--- src/rtl/tbme_pkg.sv ---
// Package for the three-bit machine execute block.
// Holds the item types, opcode and operand codes and fixed widths.
// Has no dependencies; every module of the block but tbme_fifo imports it.
package tbme_pkg;

    localparam int OP_BITS        = 3;
    localparam int PC_BITS        = 8;
    localparam int NEXT_PC_BITS   = 9;
    localparam int CFG_DATA_BITS  = 32;
    localparam int CFG_INDEX_BITS = 2;
    localparam int MAX_WORD_BITS  = 64;
    localparam int PC_STEP        = 2;

    localparam logic REQ_RESTART = 1'b0;
    localparam logic REQ_EXEC    = 1'b1;

    localparam logic [OP_BITS-1:0] OP_ADV = 3'd0;
    localparam logic [OP_BITS-1:0] OP_BXL = 3'd1;
    localparam logic [OP_BITS-1:0] OP_BST = 3'd2;
    localparam logic [OP_BITS-1:0] OP_JNZ = 3'd3;
    localparam logic [OP_BITS-1:0] OP_BXC = 3'd4;
    localparam logic [OP_BITS-1:0] OP_OUT = 3'd5;
    localparam logic [OP_BITS-1:0] OP_BDV = 3'd6;
    localparam logic [OP_BITS-1:0] OP_CDV = 3'd7;

    localparam logic [OP_BITS-1:0] COMBO_REG_A = 3'd4;
    localparam logic [OP_BITS-1:0] COMBO_REG_B = 3'd5;
    localparam logic [OP_BITS-1:0] COMBO_REG_C = 3'd6;
    localparam logic [OP_BITS-1:0] COMBO_BAD   = 3'd7;

    localparam logic [CFG_INDEX_BITS-1:0] CFG_START_A = 2'd0;
    localparam logic [CFG_INDEX_BITS-1:0] CFG_START_B = 2'd1;
    localparam logic [CFG_INDEX_BITS-1:0] CFG_START_C = 2'd2;

    typedef struct packed {
        logic               restart;
        logic [OP_BITS-1:0] opcode;
        logic [OP_BITS-1:0] operand;
        logic [PC_BITS-1:0] pc;
        logic               bad_operand;
    } tbme_item_t;

    typedef struct packed {
        logic [NEXT_PC_BITS-1:0] next_pc;
        logic                    out_valid;
        logic [OP_BITS-1:0]      out_digit;
        logic                    bad_operand;
    } tbme_result_t;

    typedef struct packed {
        logic                      valid;
        logic [CFG_INDEX_BITS-1:0] index;
        logic [CFG_DATA_BITS-1:0]  data;
    } tbme_cfg_wr_t;

endpackage

--- src/rtl/three_bit_machine_execute.sv ---
// Three-bit machine execute unit: each item restarts the machine or runs one instruction on
// registers A, B and C, and every item yields exactly one result item. An item passes through
// the item queue to the execute stage, which pushes its result into the result queue; one item
// per cycle is sustained while items are queued and the result queue has room, with a barrel
// shifter on A in the execute stage. Two-entry queues sit between the front stage and the
// execute stage and in front of the result ports, so either side may stall independently.
// The configuration channel is always ready.
// Depends on tbme_pkg, tbme_fifo, tbme_front and tbme_back.
module three_bit_machine_execute
    import tbme_pkg::*;
#(
    parameter int WORD_BITS = 32
) (
    input  logic                      clk,
    input  logic                      rst_n,
    input  logic                      push,
    output logic                      full,
    input  logic                      req_type,
    input  logic [OP_BITS-1:0]        opcode,
    input  logic [OP_BITS-1:0]        operand,
    input  logic [PC_BITS-1:0]        pc,
    output logic                      empty,
    input  logic                      pop,
    output logic [NEXT_PC_BITS-1:0]   next_pc,
    output logic                      out_valid,
    output logic [OP_BITS-1:0]        out_digit,
    output logic                      bad_operand,
    input  logic                      cfg_valid,
    output logic                      cfg_ready,
    input  logic [CFG_INDEX_BITS-1:0] cfg_index,
    input  logic [CFG_DATA_BITS-1:0]  cfg_data
);

    tbme_item_t   item;
    tbme_result_t result;
    tbme_result_t head;
    tbme_cfg_wr_t cfg_wr;
    logic item_empty;
    logic item_pop;
    logic res_full;
    logic res_push;

    assign cfg_ready    = 1'b1;
    assign cfg_wr.valid = cfg_valid && cfg_ready;
    assign cfg_wr.index = cfg_index;
    assign cfg_wr.data  = cfg_data;

    tbme_front u_front (
        .clk       (clk),
        .rst_n     (rst_n),
        .push      (push),
        .full      (full),
        .req_type  (req_type),
        .opcode    (opcode),
        .operand   (operand),
        .pc        (pc),
        .item      (item),
        .item_empty(item_empty),
        .item_pop  (item_pop)
    );

    tbme_back #(
        .WORD_BITS(WORD_BITS)
    ) u_back (
        .clk       (clk),
        .rst_n     (rst_n),
        .cfg_wr    (cfg_wr),
        .item      (item),
        .item_empty(item_empty),
        .item_pop  (item_pop),
        .res_full  (res_full),
        .res_push  (res_push),
        .result    (result)
    );

    tbme_fifo #(
        .WIDTH($bits(tbme_result_t)),
        .DEPTH(2)
    ) u_result_queue (
        .clk    (clk),
        .rst_n  (rst_n),
        .push   (res_push),
        .wr_data(result),
        .full   (res_full),
        .pop    (pop),
        .rd_data(head),
        .empty  (empty)
    );

    assign next_pc     = head.next_pc;
    assign out_valid   = head.out_valid;
    assign out_digit   = head.out_digit;
    assign bad_operand = head.bad_operand;

endmodule

--- src/rtl/tbme_fifo.sv ---
// Small first-in first-out queue built from flip-flops.
// Used between the decode and execute stages and on the result side.
// Depends on nothing outside this file.
module tbme_fifo #(
    parameter int WIDTH = 16,
    parameter int DEPTH = 2
) (
    input  logic             clk,
    input  logic             rst_n,
    input  logic             push,
    input  logic [WIDTH-1:0] wr_data,
    output logic             full,
    input  logic             pop,
    output logic [WIDTH-1:0] rd_data,
    output logic             empty
);

    localparam int AW = (DEPTH > 1) ? $clog2(DEPTH) : 1;
    localparam int CW = $clog2(DEPTH + 1);
    localparam logic [AW-1:0] LAST_PTR = AW'(DEPTH - 1);
    localparam logic [CW-1:0] FULL_COUNT = CW'(DEPTH);

    logic [WIDTH-1:0] mem_reg [DEPTH];
    logic [AW-1:0] wr_ptr_reg;
    logic [AW-1:0] wr_ptr_next;
    logic [AW-1:0] rd_ptr_reg;
    logic [AW-1:0] rd_ptr_next;
    logic [CW-1:0] count_reg;
    logic [CW-1:0] count_next;
    logic push_ok;
    logic pop_ok;

    assign full    = (count_reg == FULL_COUNT);
    assign empty   = (count_reg == '0);
    assign push_ok = push && !full;
    assign pop_ok  = pop && !empty;
    assign rd_data = mem_reg[rd_ptr_reg];

    always_comb
    begin
        wr_ptr_next = wr_ptr_reg;
        rd_ptr_next = rd_ptr_reg;
        count_next  = count_reg;
        if (push_ok)
        begin
            wr_ptr_next = (wr_ptr_reg == LAST_PTR) ? '0 : wr_ptr_reg + AW'(1);
        end
        if (pop_ok)
        begin
            rd_ptr_next = (rd_ptr_reg == LAST_PTR) ? '0 : rd_ptr_reg + AW'(1);
        end
        if (push_ok && !pop_ok)
        begin
            count_next = count_reg + CW'(1);
        end
        else if (pop_ok && !push_ok)
        begin
            count_next = count_reg - CW'(1);
        end
    end

    always_ff @(posedge clk or negedge rst_n)
    begin
        if (!rst_n)
        begin
            wr_ptr_reg <= '0;
            rd_ptr_reg <= '0;
            count_reg  <= '0;
        end
        else
        begin
            wr_ptr_reg <= wr_ptr_next;
            rd_ptr_reg <= rd_ptr_next;
            count_reg  <= count_next;
        end
    end

    always_ff @(posedge clk)
    begin
        if (push_ok)
        begin
            mem_reg[wr_ptr_reg] <= wr_data;
        end
    end

`ifndef SYNTHESIS
    a_count_bound: assert property (@(posedge clk) disable iff (!rst_n)
        count_reg <= FULL_COUNT)
        else $error("queue count exceeds its depth");

    a_push_fills: assert property (@(posedge clk) disable iff (!rst_n)
        (push_ok && !pop_ok) |=> !empty)
        else $error("queue empty after an item was pushed");
`endif

endmodule

--- src/rtl/tbme_front.sv ---
// Front stage: accepts items, classifies them and queues them for execution.
// Depends on tbme_pkg and tbme_fifo.
module tbme_front
    import tbme_pkg::*;
(
    input  logic               clk,
    input  logic               rst_n,
    input  logic               push,
    output logic               full,
    input  logic               req_type,
    input  logic [OP_BITS-1:0] opcode,
    input  logic [OP_BITS-1:0] operand,
    input  logic [PC_BITS-1:0] pc,
    output tbme_item_t         item,
    output logic               item_empty,
    input  logic               item_pop
);

    tbme_item_t dec_item;
    logic uses_combo;

    always_comb
    begin
        case (opcode)
            OP_ADV, OP_BST, OP_OUT, OP_BDV, OP_CDV: uses_combo = 1'b1;
            default: uses_combo = 1'b0;
        endcase
    end

    always_comb
    begin
        dec_item.restart     = (req_type == REQ_RESTART);
        dec_item.opcode      = opcode;
        dec_item.operand     = operand;
        dec_item.pc          = pc;
        dec_item.bad_operand = (req_type == REQ_EXEC) && uses_combo
                               && (operand == COMBO_BAD);
    end

    tbme_fifo #(
        .WIDTH($bits(tbme_item_t)),
        .DEPTH(2)
    ) u_item_queue (
        .clk    (clk),
        .rst_n  (rst_n),
        .push   (push),
        .wr_data(dec_item),
        .full   (full),
        .pop    (item_pop),
        .rd_data(item),
        .empty  (item_empty)
    );

endmodule

--- src/rtl/tbme_back.sv ---
// Back stage: holds A, B, C and start values; executes one item per cycle unless stalled.
// Depends on tbme_pkg.
module tbme_back
    import tbme_pkg::*;
#(
    parameter int WORD_BITS = 32
) (
    input  logic         clk,
    input  logic         rst_n,
    input  tbme_cfg_wr_t cfg_wr,
    input  tbme_item_t   item,
    input  logic         item_empty,
    output logic         item_pop,
    input  logic         res_full,
    output logic         res_push,
    output tbme_result_t result
);

    localparam int SHIFT_BITS = $clog2(WORD_BITS);
    localparam logic [WORD_BITS-1:0] WORD_LIMIT = WORD_BITS'(WORD_BITS);

    logic [WORD_BITS-1:0] start_a_reg;
    logic [WORD_BITS-1:0] start_b_reg;
    logic [WORD_BITS-1:0] start_c_reg;
    logic [WORD_BITS-1:0] a_reg;
    logic [WORD_BITS-1:0] a_next;
    logic [WORD_BITS-1:0] b_reg;
    logic [WORD_BITS-1:0] b_next;
    logic [WORD_BITS-1:0] c_reg;
    logic [WORD_BITS-1:0] c_next;
    logic [MAX_WORD_BITS-1:0] cfg_wide;
    logic [WORD_BITS-1:0] cfg_word;
    logic [WORD_BITS-1:0] combo;
    logic [WORD_BITS-1:0] shifted;
    logic [NEXT_PC_BITS-1:0] pc_plus;
    logic fire;

    assign fire     = !item_empty && !res_full;
    assign item_pop = fire;
    assign res_push = fire;
    assign cfg_wide = MAX_WORD_BITS'(cfg_wr.data);
    assign cfg_word = cfg_wide[WORD_BITS-1:0];
    assign pc_plus  = NEXT_PC_BITS'(item.pc) + NEXT_PC_BITS'(PC_STEP);

    always_comb
    begin
        case (item.operand)
            COMBO_REG_A: combo = a_reg;
            COMBO_REG_B: combo = b_reg;
            COMBO_REG_C: combo = c_reg;
            COMBO_BAD:   combo = '0;
            default:     combo = WORD_BITS'(item.operand);
        endcase
    end

    assign shifted = (combo >= WORD_LIMIT) ? '0 : (a_reg >> combo[SHIFT_BITS-1:0]);

    always_comb
    begin
        a_next             = a_reg;
        b_next             = b_reg;
        c_next             = c_reg;
        result.next_pc     = pc_plus;
        result.out_valid   = 1'b0;
        result.out_digit   = '0;
        result.bad_operand = item.bad_operand;
        if (item.restart)
        begin
            a_next = start_a_reg;
            b_next = start_b_reg;
            c_next = start_c_reg;
            result = '0;
        end
        else
        begin
            case (item.opcode)
                OP_ADV: a_next = shifted;
                OP_BXL: b_next = b_reg ^ WORD_BITS'(item.operand);
                OP_BST: b_next = WORD_BITS'(combo[OP_BITS-1:0]);
                OP_JNZ:
                begin
                    if (a_reg != '0)
                    begin
                        result.next_pc = NEXT_PC_BITS'(item.operand);
                    end
                end
                OP_BXC: b_next = b_reg ^ c_reg;
                OP_OUT:
                begin
                    result.out_valid = 1'b1;
                    result.out_digit = combo[OP_BITS-1:0];
                end
                OP_BDV: b_next = shifted;
                default: c_next = shifted;
            endcase
        end
    end

    always_ff @(posedge clk or negedge rst_n)
    begin
        if (!rst_n)
        begin
            a_reg <= '0;
            b_reg <= '0;
            c_reg <= '0;
        end
        else if (fire)
        begin
            a_reg <= a_next;
            b_reg <= b_next;
            c_reg <= c_next;
        end
    end

    always_ff @(posedge clk or negedge rst_n)
    begin
        if (!rst_n)
        begin
            start_a_reg <= '0;
            start_b_reg <= '0;
            start_c_reg <= '0;
        end
        else if (cfg_wr.valid)
        begin
            case (cfg_wr.index)
                CFG_START_A: start_a_reg <= cfg_word;
                CFG_START_B: start_b_reg <= cfg_word;
                CFG_START_C: start_c_reg <= cfg_word;
                default: ;
            endcase
        end
    end

`ifndef SYNTHESIS
    a_restart_load: assert property (@(posedge clk) disable iff (!rst_n)
        (fire && item.restart) |=> (a_reg == $past(start_a_reg))
            && (b_reg == $past(start_b_reg)) && (c_reg == $past(start_c_reg)))
        else $error("restart did not load the start values");

    a_hold_idle: assert property (@(posedge clk) disable iff (!rst_n)
        !fire |=> $stable(a_reg) && $stable(b_reg) && $stable(c_reg))
        else $error("machine registers changed without an executed item");
`endif

endmodule
--- config.mk ---
export PLATFORM = sky130hd
export DESIGN_NAME = three_bit_machine_execute
export DESIGN_NICKNAME = d
export VERILOG_FILES = /design/src/rtl/tbme_pkg.sv /design/src/rtl/three_bit_machine_execute.sv /design/src/rtl/tbme_fifo.sv /design/src/rtl/tbme_front.sv /design/src/rtl/tbme_back.sv
export SDC_FILE = /design/constraint.sdc
export NUM_CORES = 1
export LEC_CHECK = 0
export ABC_AREA = 1
export ABC_CLOCK_PERIOD_IN_PS = 3320
export BUFFER_PORTS_ARGS = -buffer_cell sky130_fd_sc_hd__buf_2
export CAP_MARGIN = 20
export CELL_PAD_IN_SITES_DETAIL_PLACEMENT = 2
export CELL_PAD_IN_SITES_GLOBAL_PLACEMENT = 2
export CORE_MARGIN = 2
export CORE_UTILIZATION = 30
export CTS_CLUSTER_DIAMETER = 60
export DETAILED_ROUTE_END_ITERATION = 10
export PLACE_DENSITY_LB_ADDON = 0.1
export SLEW_MARGIN = 20
export SYNTH_ARGS = -nofsm -noshare
export SYNTH_HDL_FRONTEND = slang
export SYNTH_SLANG_ARGS = --single-unit
--- constraint.sdc ---
create_clock -name clk -period 3.32 [get_ports clk]
set_input_delay 0.332 -clock clk [delete_from_list [all_inputs] [get_ports clk]]
set_output_delay 0.332 -clock clk [all_outputs]
set_load 0.1 [all_outputs]
==> results of run 1 <==
worst paths after layout:
check	start	to	slack [ns]	cells after the start
worst max register to register	u_back.b_reg[29]$_DFFE_PN0P_	u_back.b_reg[16]$_DFFE_PN0P_	0.25	13
worst max-delay path	u_back.b_reg[29]$_DFFE_PN0P_	u_back.b_reg[16]$_DFFE_PN0P_	0.25	13
worst min-delay path	cfg_data[21]	u_back.start_c_reg[21]$_DFFE_PN0P_	0.07	3
min in group asynchronous	rst_n	u_back.start_c_reg[26]$_DFFE_PN0P_	0.35	2
worst min register to register	u_back.start_c_reg[6]$_DFFE_PN0P_	u_back.start_c_reg[6]$_DFFE_PN0P_	0.48	2
max in group asynchronous	rst_n	u_back.b_reg[17]$_DFFE_PN0P_	2.01	3
metrics by stage:
stage | TNS (ns) | utilization, % | cells | area, um2 | hold slack, ns
global route | -0.006704 | 36.24 | 2431 | 16450 | 0.08889
CTS | 0 | 36.22 | 2431 | 16440 | 0.03563
finish | 0 | 36.24 | 2431 | 16450 | 0.07186
global placement | 0 | 33.14 | 2350 | 15040 | 0.4033
detailed placement | 0 | 33.14 | 2350 | 15040 | 0.4003
floorplan | 0 | - | 1713 | 13810 | 0.03641
critical path, delay by kind of cell, from the launching register on:
kind / cells / cell delay (ns)
and+or+nand+nor: 8 / 1.64
buffers and inverters: 2 / 0.57
DFF: 1 / 0.41
AOI/OAI and AO/OA: 3 / 0.38
synth_stat cells, types with 2 or more instances:
master	count	area share, %
nand2_1	419	11
dfrtp_1	200	36
nand3_1	186	6.7
a21oi_1	165	6.0
inv_1	122	3.3
nor2_1	122	3.3
o21ai_0	120	4.3
clkbuf_1	60	1.6
edfxtp_1	60	13
a22oi_1	37	2.0
nand4_1	33	1.5
xor2_1	22	1.4
buf_2	20	0.72
xnor2_1	13	0.82
nand2_2	11	0.50
nand3_2	11	0.80
o31ai_1	10	0.54
or2_2	9	0.41
nor3_1	8	0.29
nor4_1	8	0.36
o21ai_1	8	0.29
buf_4	7	0.38
ha_1	7	0.63
nand2_4	6	0.49
clkinv_1	5	0.14
inv_2	5	0.14
buf_6	4	0.33
buf_1	3	0.082
mux2i_1	3	0.22
o21a_1	3	0.16
a21oi_2	2	0.13
a31oi_1	2	0.091
and3_1	2	0.091
nand3b_1	2	0.11
nor2_2	2	0.091
o22ai_1	2	0.091
timing repair:
item                       in CTS  in global routing
setup endpoints to repair       0                  8
hold endpoints to repair       94                  0
buffers inserted                0                  0
hold buffers                   15                  0
gates resized for setup         0                  3
logic make-up (layout without fill, tap and decap cells):
logic type      count (synthesis)  in the layout  share of synthesized area, %
compound gates                353            353                         13.88
xor+xnor                       35             35                         2.219
fa+ha+maj                       7              7                        0.6340
buf+inv                       227            345                         6.766
flops                         260            260                         49.27
mux                             3              3                        0.2174
other cells                     1              1                       0.02715
simple gates                  827            827                         26.98
layout make-up:
class,count,share of cell area (%)
clock inverter,11,0.8521
sequential,260,41.39
inverter,133,3.066
tap,600,4.565
timing repair buffer,146,6.299
multi-input combinational,1226,37.11
clock buffer,55,6.718
layout by cell type, fill, tap and decap left out, drive strengths merged:
cell type,count
nor2,126
edfxtp,60
nor3b,2
nor4,8
dlygate4sd3,15
a221o,1
a22oi,37
dfrtp,200
o211ai,1
conb,1
clkbuf,56
nor3,9
o21a,3
a21oi,167
nand3b,2
xnor2,13
a31oi,2
clkinv,8
xor2,22
buf,130
o21ai,129
ha,7
nand3,198
o31ai,10
mux2i,3
and3,2
clkinvlp,2
or2,9
nand4,34
o22ai,2
a211oi,1
inv,132
bufinv,2
nand2,437
per-layer routing:
metal,GRT usage (%),up-vias,share of wire (%)
met5,0,-,0
met4,8.118,0,3.1
met3,3.326,74,3.2
met2,39.29,204,46
met1,33.76,6546,48
li1,-,5935,-
==> run summary, run 1 <==
Total Wirelength = 57.09 mm
final count of hold timing violations = 0
final setup margin = 0.2509 ns
Routability Congestion = 0.8900
1st-iter DRT viols = 788
share of cells above drive strength 1 = 13.76%
clock root cell = clkbuf_16
fin. max-slew vios = 0
Worst Setup End Kind = flip-flop
ant diodes = 0
via count = 12759
fin crit share = 92.44%
CP Class = reg2reg
relative slew slack = 36.47%
Top FF cell, synth = dfrtp_1
hpwl dp = 41.69 mm
Post-synth EDFFs = 60
Layout area overhead = 19.05%
Final min period = 3.069 ns
net count after synthesis = 1774
global-route wire length before repair = 87.64 mm
Placeable Area = 45380 um2
# fillers = 5144
CTS tree = done
Worst Skew = 0.02404 ns
total CTS buffers = 36
Die X-Extent = 218.6 um
Vert. Die Dim = 218.6 um
worst-path cell chain = nor2_1 > and3_1 > o21ai_0 > nand3_1 > nand4_1 > nand2_1 > nand2_1 > clkinvlp_4 > buf_4 > nand3_1 > o31ai_1 > nand2_1 > a21oi_1
final antenna-violating net count = 0
clock-pin slew on the worst setup and hold paths = 0.06 ns
Distinct cells, synth = 50
YS warnings = 0
CP max-delay cell = nor2_1
Remaining Overflow, GRT = 0
HP Class = in2reg
post-synthesis sequential area ratio = 49.27%
CTS sink count = 260
Die Area = 47780 um2
ys async rst share = 76.92%
DRC = 0
largest net degree at the start of global routing = 88
post-layout net count = 1864
cell area after synthesis = 13810 um2
slew of the pin with the lowest slew margin = 0.9530 ns
most used cell, CP = nand2_1
Post-Syn Instances = 1713
Clock Tree Buf Depth = 3
# setup viols final = 0
Rows = 78
worst-skew pair later-pin latency = 0.55 ns
DRT Pass-1 Iters = 4
antenna violations before repair = 0
CP Launch Type = flip-flop
Max Freq = 325.8 MHz
Tot GR Track Use = 24.43%
vias in the first global route = 13886
syn_area_per_cell = 8.065 um2
PortBufs = 69
Ports = 71
Critical Path Fanout Max = 12
Arrival @ worst endpoint = 3.53 ns
register area = 6807 um2
H-tree lvl count = 2
Critical Path Max Stage Delay = 0.48 ns
outcome = finished, final reports clean
Routed WL per cell = 23.49 um
starting density of the core = 30.44%
MaxCap Viol Count = 0
Avg Vias per Cell = 5.248
CP Data Required Time = 3.78 ns
area of the multi-input gates = 6103 um2
#FFs+latches synth = 260
dpl ws = 0.1608 ns
Power of run 1 is left out: the tool's default activity adds up to more than one toggle a clock period on the data nets, which glitch-free logic cannot reach.
==> run 2: changes to the inputs <==
--- a/config.mk
+++ b/config.mk
@@ -15,6 +15,7 @@
 export CORE_UTILIZATION = 30
 export CTS_CLUSTER_DIAMETER = 60
 export DETAILED_ROUTE_END_ITERATION = 10
+export MAX_ROUTING_LAYER = met4
 export PLACE_DENSITY_LB_ADDON = 0.1
 export SLEW_MARGIN = 20
 export SYNTH_ARGS = -nofsm -noshare
==> run summary, run 2 (synthesized netlist as in run 1, its figures left out) <==
outcome = finished, final reports clean (unchanged)
commonest non-fill, non-tap cell in the layout = nand2_1 (unchanged)
Setup Fix Bufs, Post-CTS = 0 (unchanged)
Crit Reg-Reg Endpoint = u_back.b_reg[4]$_DFFE_PN0P_ (was u_back.b_reg[16]$_DFFE_PN0P_)
1st-iter DRT viols = 788 (unchanged)
final antenna-violating net count = 0 (unchanged)
dpl ws = 0.02153 ns (was 0.1608 ns)
PortBufs = 69 (unchanged)
final setup margin = 0.2624 ns (was 0.2509 ns)
Remaining Overflow, GRT = 0 (unchanged)
R2R cell count = 16 (was 13)
relative slew slack = 49.50% (was 36.47%)
fin crit share = 92.10% (was 92.44%)
clock-pin slew on the worst setup and hold paths = 0.06 ns (about the same)
vias in the first global route = 13572 (was 13886)
slew of the pin with the lowest slew margin = 0.7564 ns (was 0.9530 ns)
Ports = 71 (unchanged)
CP Launch Type = flip-flop (unchanged)
CP Class = reg2reg (unchanged)
worst-skew pair later-pin latency = 0.56 ns (was 0.55 ns)
delay-heaviest family, CP = simple AND/OR/NAND/NOR gates (unchanged)
largest net degree at the start of global routing = 75 (was 88)
Layout area overhead = 18.47% (was 19.05%)
Critical Path Fanout Max = 15 (was 12)
Met1 Wirelength = 27.46 mm (was 27.18 mm)
Avg Vias per Cell = 5.257 (was 5.248)
most frequent cells in the layout = nand2_1, dfrtp_1, nand3_1, a21oi_1, inv_1 (unchanged)
Clock Tree Buf Depth = 3 (unchanged)
# setup viols final = 0 (unchanged)
worst-path cell chain = nor2_1 > nand2_1 > nor4_1 > nand4_1 > nand2_1 > nand4_1 > nand2_1 > nand2_1 > clkinv_1 > buf_12 > nand3_1 > nand2_1 > nand2_1 > nand2_1 > nand2_1 > a21oi_1 (was nor2_1 > and3_1 > o21ai_0 > nand3_1 > nand4_1 > nand2_1 > nand2_1 > clkinvlp_4 > buf_4 > nand3_1 > o31ai_1 > nand2_1 > a21oi_1)
Max Freq = 327.1 MHz (was 325.8 MHz)
final count of hold timing violations = 0 (unchanged)
total CTS buffers = 35 (was 36)
Worst Skew = 0.01993 ns (was 0.02404 ns)
Rows = 78 (unchanged)
post-layout net count = 1860 (was 1864)
Final min period = 3.058 ns (was 3.069 ns)
CTS tree = done (unchanged)
Buffers & Inverters on Critical Path = 2 (unchanged)
Tot GR Track Use = 25.57% (was 24.43%)
R2R setup slack = 0.26 ns (was 0.25 ns)
RSZ-0062 raised after global routing = false
most used cell, CP = nand2_1 (unchanged)
CTS sink count = 260 (unchanged)
hpwl dp = 41.88 mm (was 41.69 mm)
Total Wirelength = 57.74 mm (was 57.09 mm)
antenna violations before repair = 0 (unchanged)
fin. max-slew vios = 0 (unchanged)
via count = 12744 (was 12759)
starting density of the core = 30.44% (unchanged)
total negative setup slack = 0 ns (unchanged)
share of cells above drive strength 1 = 13.44% (was 13.76%)
Routed WL per cell = 23.82 um (was 23.49 um)
Placeable Area = 45380 um2 (unchanged)
Critical Path Max Stage Delay = 0.42 ns (was 0.48 ns)
clock root cell = clkbuf_16 (unchanged)
register area = 6807 um2 (unchanged)
Worst Setup End Kind = flip-flop (unchanged)
DRC = 0 (unchanged)
CP max-delay cell = nor4_1 (was nor2_1)
hold path start = req_type (was cfg_data[21])
WHS Endpoint = u_front.u_item_queue.mem_reg[0][15]$_DFFE_PP_ (was u_back.start_c_reg[21]$_DFFE_PN0P_)
H-tree lvl count = 2 (unchanged)
Die X-Extent = 218.6 um (unchanged)
Die Area = 47780 um2 (unchanged)
Arrival @ worst endpoint = 3.53 ns (about the same)
max layer used = met4 (unchanged)
HP Class = in2reg (unchanged)
Routability Congestion = 0.8972 (was 0.8900)
area of the multi-input gates = 6112 um2 (was 6103 um2)
Vert. Die Dim = 218.6 um (unchanged)
# fillers = 5234 (was 5144)
Worst R2R Start = u_back.b_reg[9]$_DFFE_PN0P_ (was u_back.b_reg[29]$_DFFE_PN0P_)
routed wire length on met2 = 26.72 mm (was 26.32 mm)
DRT Pass-1 Iters = 5 (was 4)
global-route wire length before repair = 88.74 mm (was 87.64 mm)
metal3 WL = 1.940 mm (was 1.831 mm)
CP Data Required Time = 3.79 ns (was 3.78 ns)
MaxCap Viol Count = 0 (unchanged)
Worst Hold Depth = 2 (was 3)
run 2: how the worst max path moves through the flow:
stage	startpoint	endpoint	cells past startpoint
after floorplan	u_front.u_item_queue.rd_ptr_reg$_DFFE_PN0P_	u_back.b_reg[21]$_DFFE_PN0P_	14
after global placement	u_front.u_item_queue.rd_ptr_reg$_DFFE_PN0P_	u_back.a_reg[29]$_DFFE_PN0P_	16
after detailed placement	u_front.u_item_queue.rd_ptr_reg$_DFFE_PN0P_	u_back.b_reg[13]$_DFFE_PN0P_	18
after CTS	u_front.u_item_queue.rd_ptr_reg$_DFFE_PN0P_	u_back.b_reg[13]$_DFFE_PN0P_	18
after global routing	u_front.u_item_queue.rd_ptr_reg$_DFFE_PN0P_	u_back.b_reg[8]$_DFFE_PN0P_	20
final	u_back.b_reg[9]$_DFFE_PN0P_	u_back.b_reg[4]$_DFFE_PN0P_	16
run 2: worst reg2reg max path, stage by stage (launching register included):
cell and delay [ns]:
dfrtp_1 0.41, nor2_1 0.12, nand2_1 0.08, nor4_1 0.42
nand4_1 0.37, nand2_1 0.15, nand4_1 0.17, nand2_1 0.13
nand2_1 0.13, clkinv_1 0.16, buf_12 0.17, nand3_1 0.19
nand2_1 0.15, nand2_1 0.07, nand2_1 0.08, nand2_1 0.05
a21oi_1 0.16
run 2: layer usage:
metal | vias up | track usage, %
met5 | - | -
met4 | 0 | 7.234
met3 | 77 | 3.786
met2 | 222 | 39.81
met1 | 6511 | 34.57
li1 | 5934 | -
run 2: area by class of cell:
class / instances / area share [%]
repair buffers: 143 / 6.261
multi-input cells: 1226 / 37.35
clock inverters: 13 / 1.116
flip-flops and latches: 260 / 41.59
inverters: 133 / 3.066
diodes: 1 / 0.01529
clock buffers: 48 / 6.017
well taps: 600 / 4.587
run 2: timing repair:
action | 4_1_cts | 5_1_grt
endpoints found under the setup margin | 1 | 14
hold endpoints to repair | 91 | 0
gates resized for setup | 1 | 7
hold buffers | 15 | 0
run 2: stage by stage:
stage	hold WS (ns)	cells	utilization, %	area, um2
after floorplan	0.03641	1713	-	13810
after global placement	0.3992	2347	33.09	15020
after detailed placement	0.4044	2347	33.09	15020
after CTS	0.03342	2423	36.00	16340
after global routing	0.06117	2423	36.06	16360
final	0.05978	2424	36.06	16370
Power of run 2 is left out for the same reason.
